File: src/sv/mptp_pkg.sv
package mptp_pkg;

    localparam int TOP_LEVEL   = 10;
    localparam int QUEUE_DEPTH = 16;
    localparam int ID_BITS     = 8;

    localparam int LEVELS  = TOP_LEVEL + 1;
    localparam int LIDX_W  = (LEVELS > 1) ? $clog2(LEVELS) : 1;
    localparam int QPTR_W  = (QUEUE_DEPTH > 1) ? $clog2(QUEUE_DEPTH) : 1;
    localparam int CNT_W   = $clog2(QUEUE_DEPTH + 1);
    localparam int ADDR_W  = $clog2(LEVELS * QUEUE_DEPTH);
    localparam int MEM_DEPTH = LEVELS * QUEUE_DEPTH;

    localparam logic [7:0] RESET_LIMIT = 8'd4;

    typedef enum logic [2:0] {
        ST_PICKED   = 3'd0,
        ST_NONE     = 3'd1,
        ST_ENQUEUED = 3'd2,
        ST_BAD_PRIO = 3'd3,
        ST_FULL     = 3'd4
    } t_status;

    typedef enum logic [1:0] {
        OP_ENQ  = 2'd0,
        OP_PICK = 2'd1,
        OP_BAD  = 2'd2
    } t_op;

    typedef struct packed {
        t_op                op;
        logic [ID_BITS-1:0] id;
        logic [LIDX_W-1:0]  lvl;
    } t_cmd;

    typedef struct packed {
        t_status    status;
        logic [7:0] id;
        logic [3:0] lvl;
    } t_res;

    // 8-bit task id field -> stored id width (keeps the low ID_BITS bits)
    function automatic logic [ID_BITS-1:0] id_in(input logic [7:0] v);
        logic [ID_BITS+7:0] t;
        t = {{ID_BITS{1'b0}}, v};
        return t[ID_BITS-1:0];
    endfunction

    // stored id -> 8-bit result field
    function automatic logic [7:0] id_out(input logic [ID_BITS-1:0] v);
        logic [ID_BITS+7:0] t;
        t = {8'd0, v};
        return t[7:0];
    endfunction

    function automatic logic [3:0] lvl_out(input logic [LIDX_W-1:0] v);
        logic [LIDX_W+3:0] t;
        t = {4'd0, v};
        return t[3:0];
    endfunction

    function automatic logic [LIDX_W-1:0] lvl_in(input logic [3:0] v);
        logic [LIDX_W+3:0] t;
        t = {{LIDX_W{1'b0}}, v};
        return t[LIDX_W-1:0];
    endfunction

    function automatic logic [QPTR_W-1:0] ptr_inc(input logic [QPTR_W-1:0] p);
        logic [QPTR_W-1:0] r;
        if (p == QPTR_W'(QUEUE_DEPTH - 1)) begin
            r = '0;
        end else begin
            r = p + 1'b1;
        end
        return r;
    endfunction

    function automatic logic [ADDR_W-1:0] addr_of(input logic [LIDX_W-1:0] l,
                                                  input logic [QPTR_W-1:0] p);
        return ADDR_W'(l) * ADDR_W'(QUEUE_DEPTH) + ADDR_W'(p);
    endfunction

endpackage

File: src/sv/mptp_front.sv
module mptp_front (
    input  logic                 i_push,
    output logic                 o_full,
    input  logic                 i_func,
    input  logic [7:0]           i_task_id,
    input  logic [3:0]           i_priority_req,
    input  logic                 i_q_full,
    output logic                 o_q_push,
    output mptp_pkg::t_cmd       o_cmd
);

    // decode: pick, enqueue, or enqueue with out-of-range level
    always_comb begin
        o_cmd.id  = mptp_pkg::id_in(i_task_id);
        o_cmd.lvl = mptp_pkg::lvl_in(i_priority_req);
        if (i_func) begin
            o_cmd.op = mptp_pkg::OP_PICK;
        end else if (i_priority_req > 4'(mptp_pkg::TOP_LEVEL)) begin
            o_cmd.op = mptp_pkg::OP_BAD;
        end else begin
            o_cmd.op = mptp_pkg::OP_ENQ;
        end
    end

    assign o_full   = i_q_full;
    assign o_q_push = i_push && !i_q_full;

endmodule

File: src/sv/mptp_cmdq.sv
module mptp_cmdq (
    input  logic                 i_clk,
    input  logic                 i_rst_n,
    input  logic                 i_push,
    input  mptp_pkg::t_cmd       i_cmd,
    output logic                 o_full,
    output logic                 o_valid,
    output mptp_pkg::t_cmd       o_cmd,
    input  logic                 i_pop
);

    // two-entry command queue
    mptp_pkg::t_cmd r_ent [2];
    logic           r_wp;
    logic           r_rp;
    logic [1:0]     r_cnt;
    logic           do_pop;

    assign o_full  = (r_cnt == 2'd2);
    assign o_valid = (r_cnt != 2'd0);
    assign o_cmd   = r_ent[r_rp];
    assign do_pop  = i_pop && o_valid;

    always_ff @(posedge i_clk) begin
        if (i_push) begin
            r_ent[r_wp] <= i_cmd;
        end
    end

    always_ff @(posedge i_clk) begin
        if (!i_rst_n) begin
            r_wp  <= 1'b0;
            r_rp  <= 1'b0;
            r_cnt <= 2'd0;
        end else begin
            if (i_push) begin
                r_wp <= ~r_wp;
            end
            if (do_pop) begin
                r_rp <= ~r_rp;
            end
            r_cnt <= r_cnt + {1'b0, i_push} - {1'b0, do_pop};
        end
    end

endmodule

File: src/sv/mptp_back.sv
module mptp_back (
    input  logic                 i_clk,
    input  logic                 i_rst_n,
    input  logic                 i_cfg_we,
    input  logic [7:0]           i_cfg_data,
    input  logic                 i_cmd_valid,
    input  mptp_pkg::t_cmd       i_cmd,
    output logic                 o_cmd_pop,
    output logic                 o_empty,
    output mptp_pkg::t_res       o_res,
    input  logic                 i_pop
);

    typedef enum logic {
        S_IDLE,
        S_READ
    } t_state;

    t_state                        r_state;
    logic [7:0]                    r_limit;
    logic [mptp_pkg::QPTR_W-1:0]   r_head   [mptp_pkg::LEVELS];
    logic [mptp_pkg::QPTR_W-1:0]   r_tail   [mptp_pkg::LEVELS];
    logic [mptp_pkg::CNT_W-1:0]    r_fill   [mptp_pkg::LEVELS];
    logic [7:0]                    r_served [mptp_pkg::LEVELS];
    logic [mptp_pkg::LIDX_W-1:0]   r_lvl;

    logic [mptp_pkg::ID_BITS-1:0]  r_mem [mptp_pkg::MEM_DEPTH];
    logic [mptp_pkg::ID_BITS-1:0]  r_rd_data;

    mptp_pkg::t_res                r_ob [2];
    logic                          r_ob_wp;
    logic                          r_ob_rp;
    logic [1:0]                    r_ob_cnt;

    logic [mptp_pkg::LEVELS-1:0]   elig;
    logic                          found;
    logic [mptp_pkg::LIDX_W-1:0]   sel;
    logic                          go;
    logic                          lvl_full;
    logic                          mem_we;
    logic                          mem_re;
    logic                          res_push;
    mptp_pkg::t_res                res_data;
    logic                          ob_pop;

    assign go        = (r_state == S_IDLE) && i_cmd_valid && (r_ob_cnt != 2'd2);
    assign o_cmd_pop = go;
    assign lvl_full  = (r_fill[i_cmd.lvl] == mptp_pkg::CNT_W'(mptp_pkg::QUEUE_DEPTH));
    assign mem_we    = go && (i_cmd.op == mptp_pkg::OP_ENQ) && !lvl_full;
    assign mem_re    = go && (i_cmd.op == mptp_pkg::OP_PICK) && found;

    // eligibility and lowest-numbered eligible level
    always_comb begin
        found = 1'b0;
        sel   = '0;
        for (int l = 0; l < mptp_pkg::LEVELS; l++) begin
            elig[l] = (r_fill[l] != '0) && (r_served[l] < r_limit);
        end
        for (int l = mptp_pkg::LEVELS - 1; l >= 0; l--) begin
            if (elig[l]) begin
                found = 1'b1;
                sel   = mptp_pkg::LIDX_W'(l);
            end
        end
    end

    // result generation
    always_comb begin
        res_push        = 1'b0;
        res_data.status = mptp_pkg::ST_NONE;
        res_data.id     = 8'd0;
        res_data.lvl    = 4'd0;
        case (r_state)
            S_IDLE: begin
                if (go) begin
                    case (i_cmd.op)
                        mptp_pkg::OP_ENQ: begin
                            res_push        = 1'b1;
                            res_data.status = lvl_full ? mptp_pkg::ST_FULL
                                                       : mptp_pkg::ST_ENQUEUED;
                        end
                        mptp_pkg::OP_PICK: begin
                            if (!found) begin
                                res_push        = 1'b1;
                                res_data.status = mptp_pkg::ST_NONE;
                            end
                        end
                        default: begin
                            res_push        = 1'b1;
                            res_data.status = mptp_pkg::ST_BAD_PRIO;
                        end
                    endcase
                end
            end
            S_READ: begin
                res_push        = 1'b1;
                res_data.status = mptp_pkg::ST_PICKED;
                res_data.id     = mptp_pkg::id_out(r_rd_data);
                res_data.lvl    = mptp_pkg::lvl_out(r_lvl);
            end
            default: begin
                res_push = 1'b0;
            end
        endcase
    end

    // id store
    always_ff @(posedge i_clk) begin
        if (mem_we) begin
            r_mem[mptp_pkg::addr_of(i_cmd.lvl, r_tail[i_cmd.lvl])] <= i_cmd.id;
        end
        if (mem_re) begin
            r_rd_data <= r_mem[mptp_pkg::addr_of(sel, r_head[sel])];
        end
    end

    // sequencer and per-level bookkeeping
    always_ff @(posedge i_clk) begin
        if (!i_rst_n) begin
            r_state <= S_IDLE;
            r_limit <= mptp_pkg::RESET_LIMIT;
            for (int l = 0; l < mptp_pkg::LEVELS; l++) begin
                r_head[l]   <= '0;
                r_tail[l]   <= '0;
                r_fill[l]   <= '0;
                r_served[l] <= '0;
            end
        end else begin
            if (i_cfg_we) begin
                r_limit <= i_cfg_data;
            end
            case (r_state)
                S_IDLE: begin
                    if (go) begin
                        case (i_cmd.op)
                            mptp_pkg::OP_ENQ: begin
                                if (!lvl_full) begin
                                    r_tail[i_cmd.lvl] <= mptp_pkg::ptr_inc(r_tail[i_cmd.lvl]);
                                    r_fill[i_cmd.lvl] <= r_fill[i_cmd.lvl] + 1'b1;
                                end
                            end
                            mptp_pkg::OP_PICK: begin
                                if (found) begin
                                    r_head[sel]   <= mptp_pkg::ptr_inc(r_head[sel]);
                                    r_fill[sel]   <= r_fill[sel] - 1'b1;
                                    r_served[sel] <= r_served[sel] + 8'd1;
                                    if (sel != '0) begin
                                        r_served[0] <= '0;
                                    end
                                    r_lvl   <= sel;
                                    r_state <= S_READ;
                                end else begin
                                    for (int l = 0; l < mptp_pkg::LEVELS; l++) begin
                                        r_served[l] <= '0;
                                    end
                                end
                            end
                            default: begin
                            end
                        endcase
                    end
                end
                S_READ: begin
                    r_state <= S_IDLE;
                end
                default: begin
                    r_state <= S_IDLE;
                end
            endcase
        end
    end

    // two-entry result buffer
    assign o_empty = (r_ob_cnt == 2'd0);
    assign o_res   = r_ob[r_ob_rp];
    assign ob_pop  = i_pop && !o_empty;

    always_ff @(posedge i_clk) begin
        if (res_push) begin
            r_ob[r_ob_wp] <= res_data;
        end
    end

    always_ff @(posedge i_clk) begin
        if (!i_rst_n) begin
            r_ob_wp  <= 1'b0;
            r_ob_rp  <= 1'b0;
            r_ob_cnt <= 2'd0;
        end else begin
            if (res_push) begin
                r_ob_wp <= ~r_ob_wp;
            end
            if (ob_pop) begin
                r_ob_rp <= ~r_ob_rp;
            end
            r_ob_cnt <= r_ob_cnt + {1'b0, res_push} - {1'b0, ob_pop};
        end
    end

endmodule

File: src/sv/multilevel_priority_task_picker_core.sv
// Multilevel priority task picker. Keeps one FIFO of task ids per level
// (0 highest, up to TOP_LEVEL) plus a served counter per level. An item
// with i_func low enqueues i_task_id on level i_priority_req; an item with
// i_func high picks the head of the lowest-numbered non-empty level whose
// counter is below serve_limit. Exactly one result item comes out per input
// item, in order. Input is taken whenever full is low; results wait in a
// two-entry buffer until popped. The front decodes in the accept cycle into
// a two-entry command queue; the back handles an enqueue, drop or empty
// pick in its idle state, a successful pick in its idle state and then in
// its read state for a registered read of the shared id store. serve_limit
// (i_cfg_data under i_cfg_we) resets to 4 and should only be written idle.
module multilevel_priority_task_picker_core (
    input  logic        i_clk,
    input  logic        i_rst_n,
    // input item channel
    input  logic        push,
    output logic        full,
    input  logic        i_func,
    input  logic [7:0]  i_task_id,
    input  logic [3:0]  i_priority_req,
    // result item channel
    output logic        empty,
    input  logic        pop,
    output logic [2:0]  o_status,
    output logic [7:0]  o_picked_id,
    output logic [3:0]  o_picked_level,
    // serve_limit write
    input  logic        i_cfg_we,
    input  logic [7:0]  i_cfg_data
);

    mptp_pkg::t_cmd front_cmd;
    mptp_pkg::t_cmd back_cmd;
    mptp_pkg::t_res res;
    logic           q_full;
    logic           q_push;
    logic           q_valid;
    logic           q_pop;

    // decode and classify
    mptp_front u_front (
        .i_push         (push),
        .o_full         (full),
        .i_func         (i_func),
        .i_task_id      (i_task_id),
        .i_priority_req (i_priority_req),
        .i_q_full       (q_full),
        .o_q_push       (q_push),
        .o_cmd          (front_cmd)
    );

    // decouples front acceptance from back execution
    mptp_cmdq u_cmdq (
        .i_clk   (i_clk),
        .i_rst_n (i_rst_n),
        .i_push  (q_push),
        .i_cmd   (front_cmd),
        .o_full  (q_full),
        .o_valid (q_valid),
        .o_cmd   (back_cmd),
        .i_pop   (q_pop)
    );

    // FIFO bookkeeping, id store, pick search, result buffer
    mptp_back u_back (
        .i_clk       (i_clk),
        .i_rst_n     (i_rst_n),
        .i_cfg_we    (i_cfg_we),
        .i_cfg_data  (i_cfg_data),
        .i_cmd_valid (q_valid),
        .i_cmd       (back_cmd),
        .o_cmd_pop   (q_pop),
        .o_empty     (empty),
        .o_res       (res),
        .i_pop       (pop)
    );

    assign o_status       = res.status;
    assign o_picked_id    = res.id;
    assign o_picked_level = res.lvl;

endmodule

File: config.mk
export PLATFORM = sky130hd
export DESIGN_NAME = multilevel_priority_task_picker_core
export DESIGN_NICKNAME = d
export VERILOG_FILES = /design/src/sv/mptp_pkg.sv /design/src/sv/mptp_front.sv /design/src/sv/mptp_cmdq.sv /design/src/sv/mptp_back.sv /design/src/sv/multilevel_priority_task_picker_core.sv
export SDC_FILE = /design/constraint.sdc
export NUM_CORES = 2
export LEC_CHECK = 0
export ABC_AREA = 1
export BUFFER_PORTS_ARGS = -buffer_cell sky130_fd_sc_hd__buf_2
export CORE_ASPECT_RATIO = 1.4
export CORE_MARGIN = 10
export CORE_UTILIZATION = 27
export CTS_BUF_LIST = sky130_fd_sc_hd__clkbuf_8
export CTS_CLUSTER_SIZE = 28
export DETAILED_ROUTE_END_ITERATION = 12
export MAX_ROUTING_LAYER = met4
export PLACE_DENSITY_LB_ADDON = 0.1
export SYNTH_ARGS = -nofsm -noshare
export SYNTH_HDL_FRONTEND = slang
export SYNTH_SLANG_ARGS = --single-unit
File: constraint.sdc
create_clock -name i_clk -period 9.81 [get_ports i_clk]
set_clock_uncertainty 0.2 [all_clocks]
set_input_delay 0.4905 -clock i_clk [delete_from_list [all_inputs] [get_ports i_clk]]
set_output_delay 0.4905 -clock i_clk [all_outputs]
set_load 0.02 [all_outputs]
==> metrics.md <==
| Metric | Value |
|---|---|
| Status | `completed` |
| Clock sinks | `1784` |
| Post-Syn Area | `79500 sq um` |
| Remaining DRCs | `0` |
| Clk slew on worst S/H paths | `0.07 ns` |
| Root buffer cell | `clkbuf_8` |
| Total power | `between 20 and 30 mW` |
| Worst Path Max Fanout | `163` |
| Flop pwr share | `35.1%` |
| Yosys top cell by area | `edfxtp_1` |
| DRT Pass-1 Iters | `6` |
| Least-Margin Pin Slew | `1.38 ns` |
| H-tree depth | `5` |
| RSZ-0062 raised after global routing | `false` |
| Final instance area | `89900 sq um` |
| Wirelength per Cell | `23.7 microns` |
| Cts bufs inserted | `310` |
| Routed vias | `54000` |
| DP Wirelength | `171000 microns` |
| Max-Cap Viols | `0` |
| CTS tree | `built` |
| Die Wd | `479 microns` |
| FFs w/ async S/R, synth | `0%` |
| CTS resizes | `0` |
| Die Area | `317000 sq um` |
| Ys flop type | `edfxtp_1` |
| Internal power | `15.3 mW` |
| Worst setup margin | `1.74 ns` |
| Cell Area, Placed | `83900 sq um` |
| Share of cells above drive strength 1 | `8.48%` |
| Layout area overhead | `13.0%` |
| Synth unique cells | `60` |
| Minimum clock period | `8.07 ns` |
| Later-pin clock latency in the skew report | `1.00 ns` |
| CTS Buffer Depth | `4` |
| Hold WC Path Type | `primary input to register` |
| Combinational share of power | `41.3%` |
| Sequential area share after synthesis | `67.0%` |
| Via/cell ratio | `4.61` |
| Net Sw Frac | `between 40% and 50%` |
| Final hold vios | `0` |
| # rows | `235` |
| Core area | `293000 sq um` |
| NetSw | `12.1 mW` |
| Die Span Y | `662 microns` |
| Leak pwr | `35.0 nW` |
| Post-Syn Instances | `7476` |
| Pre-CTS setup slack | `1.63 ns` |
| All-Layer GR Usage | `17.5%` |
| Num ports | `between 40 and 50` |
| GPL Wtd Cong | `0.836` |
| Gr ovfl total | `0` |
| Pin count of the biggest net entering global routing | `between 150 and 200` |
| Hold slack | `0.0790 ns` |
| Setup crit end kind | `register` |
| Pwr per Cell Area | `~300 nW/um^2` |
| Fillers | `about 30000` |
| Peak supply drop | `291 uV` |
| Final setup viols | `0` |
| DR iter-0 viols | `3698` |
| Post-synth EDFFs | `roughly 1800` |
| Yosys reg bits | `1784` |
| Kind of critical path | `register to register` |
| Slew margin rel. | `7.62%` |
| WP data arrival | `8.56 ns` |
| Yosys warns | `0` |
| First-pass GRT wire length | `between 300000 and 400000 microns` |
| Largest cells by area after synthesis | `edfxtp_1 66%, nand2_1 7.7%, nand3_1 5.9%` |
| Final #Nets | `approximately 7700` |
| Fin crit share | `just over 80%` |
| Critical path startpoint category | `register` |
| Slew Limit Fails | `0` |
| Total Routed Length | `277000 microns` |
| Share of the synthesized area in the top cell type | `66.2%` |
| CP required | `10.30 ns` |
| Vias in the first global route | `55700` |
| Antenna-violating nets left | `0` |
| Initial antenna violation count | `8` |
| Port buffer count | `42` |
| Final TNS setup | `0 ns` |
| Clock Power Share | `23.6%` |
| Mean Syn Cell Area | `~11 sq um` |
| Fmax | `124 MHz` |
| Initial Utilization | `27.2%` |
-- timing repair --
item,in CTS,in global routing
buffers inserted,0,0
endpoints found under the hold margin,55,0
hold buffers,34,0
-- per-stage QoR --
| step | util [%] | cells |
|---|---|---|
| floorplan | - | 7486 |
| global placement | 28.6 | 11100 |
| detailed placement | 28.6 | 11100 |
| CTS | 30.7 | 11700 |
| global route | 30.7 | 11700 |
| finish | 30.7 | 11700 |
-- power by group through the flow --
stage / sequential (mW) / combinational, mW / clock, mW
6_report: 9.61 / 11.3 / 6.46
5_1_grt: 9.63 / 12.3 / 7.03
4_1_cts: 9.62 / 11.6 / 6.70
3_5_place_dp: 9.78 / 11.6 / 0
3_3_place_gp: 9.78 / 11.6 / 0
2_1_floorplan: 9.86 / 6.49 / 0
-- state kept, by name (all words and copies together) (netlist names), named ones only --
signal            cells
u_back.r_tail        64
u_back.r_ob_wp        1
u_back.r_ob          30
u_back.r_head        47
u_back.r_rd_data      8
u_cmdq.r_rp           1
u_back.r_ob_cnt       2
u_cmdq.r_ent         28
u_cmdq.r_cnt          2
u_back.r_ob_rp        1
u_back.r_served      96
u_back.r_state        1
u_cmdq.r_wp           1
u_back.r_mem       1408
u_back.r_lvl          4
u_back.r_fill        80
u_back.r_limit        8
-- metal layers --
metal / up-vias / GRT usage (%) / part of all wire, %
li1: 25500 / - / -
met1: 26900 / 19.9 / 41
met2: 1120 / 31.6 / 52
met3: 442 / 2.16 / 3.4
met4: 0 / 5.92 / 3.6
met5: - / - / 0
-- area by class of cell --
type	instances	area [sq um]	share of cell area, %
Antenna cell	4	10.0	0.0111
Multi-Input combinational cell	4178	20300	22.6
Timing Repair Buffer	190	1670	1.86
Inverter	1095	4130	4.59
Clock inverter	223	1110	1.23
Clock buffer	327	4500	5.01
Sequential cell	1784	53300	59.3
Tap cell	3910	4890	5.44
-- synth_stat cells, types with 15 or more instances --
library cell	n
dfxtp_1	32
nor2_2	16
ha_1	90
a22oi_1	42
nor2_1	636
o22ai_1	82
clkbuf_1	151
mux2_2	15
o21ai_0	140
buf_4	22
inv_1	1057
nand3_1	931
o211ai_1	208
edfxtp_1	1752
nand2_1	1634
nand4_1	135
o21ai_1	47
buf_2	225
inv_2	30
a21oi_1	66
buf_1	25
-- cell usage in the layout (no fill, tap or decap), types with 9 or more instances in the layout --
master and n:
clkinv_2 38, o21ai_1 47, nand2_4 14, buf_2 42, ha_1 90, nand4_1 135
clkinv_1 69, dlygate4sd3_1 34, nor2_4 9, buf_12 21, o22ai_1 82, inv_1 1159
edfxtp_1 1752, clkbuf_8 327, nor3_1 12, clkinvlp_4 10, o21ai_0 140, o211ai_1 208
nor2_2 16, buf_4 93, inv_2 28, dfxtp_1 32, a21oi_1 65, o221ai_1 9
nor2_1 633, nand3b_1 10, mux2_2 15, nand2_1 1625, a22oi_1 42, conb_1 11
nand3_1 931
-- kinds of logic (layout without fill, tap and decap cells) --
family / after synthesis / count (layout) / synth area share [%]
buf+inv: 1524 / 1835 / 7.71
other cells: 1 / 15 / 0.00472
fa+ha+maj: 90 / 90 / 1.42
xor+xnor: 11 / 11 / 0.121
flops: 1784 / 1784 / 67.0
compound gates: 630 / 630 / 5.11
mux: 16 / 16 / 0.225
simple gates: 3420 / 3420 / 18.4
-- worst max-delay path, cell delays in order (launching register included) --
cell	delay [ns]
dfxtp_1	0.30
inv_1	0.44
ha_1	0.35
a21oi_1	0.16
nand2_1	0.15
nand2_1	0.09
nand3_1	0.11
nand2_2	0.12
inv_2	0.03
nand2_1	0.06
nand2_1	0.11
a21oi_4	0.77
inv_4	0.22
nand4_1	0.25
nand3_4	0.57
nand3_4	0.65
buf_12	0.47
buf_4	0.63
nand2_1	0.10
nand3_1	0.16
nand3_1	0.10
nand3_1	0.14
nand2_1	0.11
nand2_1	0.08
nand2_1	0.16
o21ai_1	0.65
nand3_1	0.15
-- path summary, 6_finish.rpt --
kind | start | endpoint | slack, ns | cells past startpoint
worst min register to register | u_cmdq.r_cnt[1] | u_cmdq.r_cnt[1] | 0.25 | 1
worst max-delay path | u_back.r_limit[3] | u_back.r_rd_data[6] | 1.74 | 26
worst min-delay path | i_func | u_cmdq.r_ent[1][12] | 0.08 | 2
worst max register to register | u_back.r_limit[3] | u_back.r_rd_data[6] | 1.74 | 26
No activity file was read; power rests on OpenSTA's default activity.
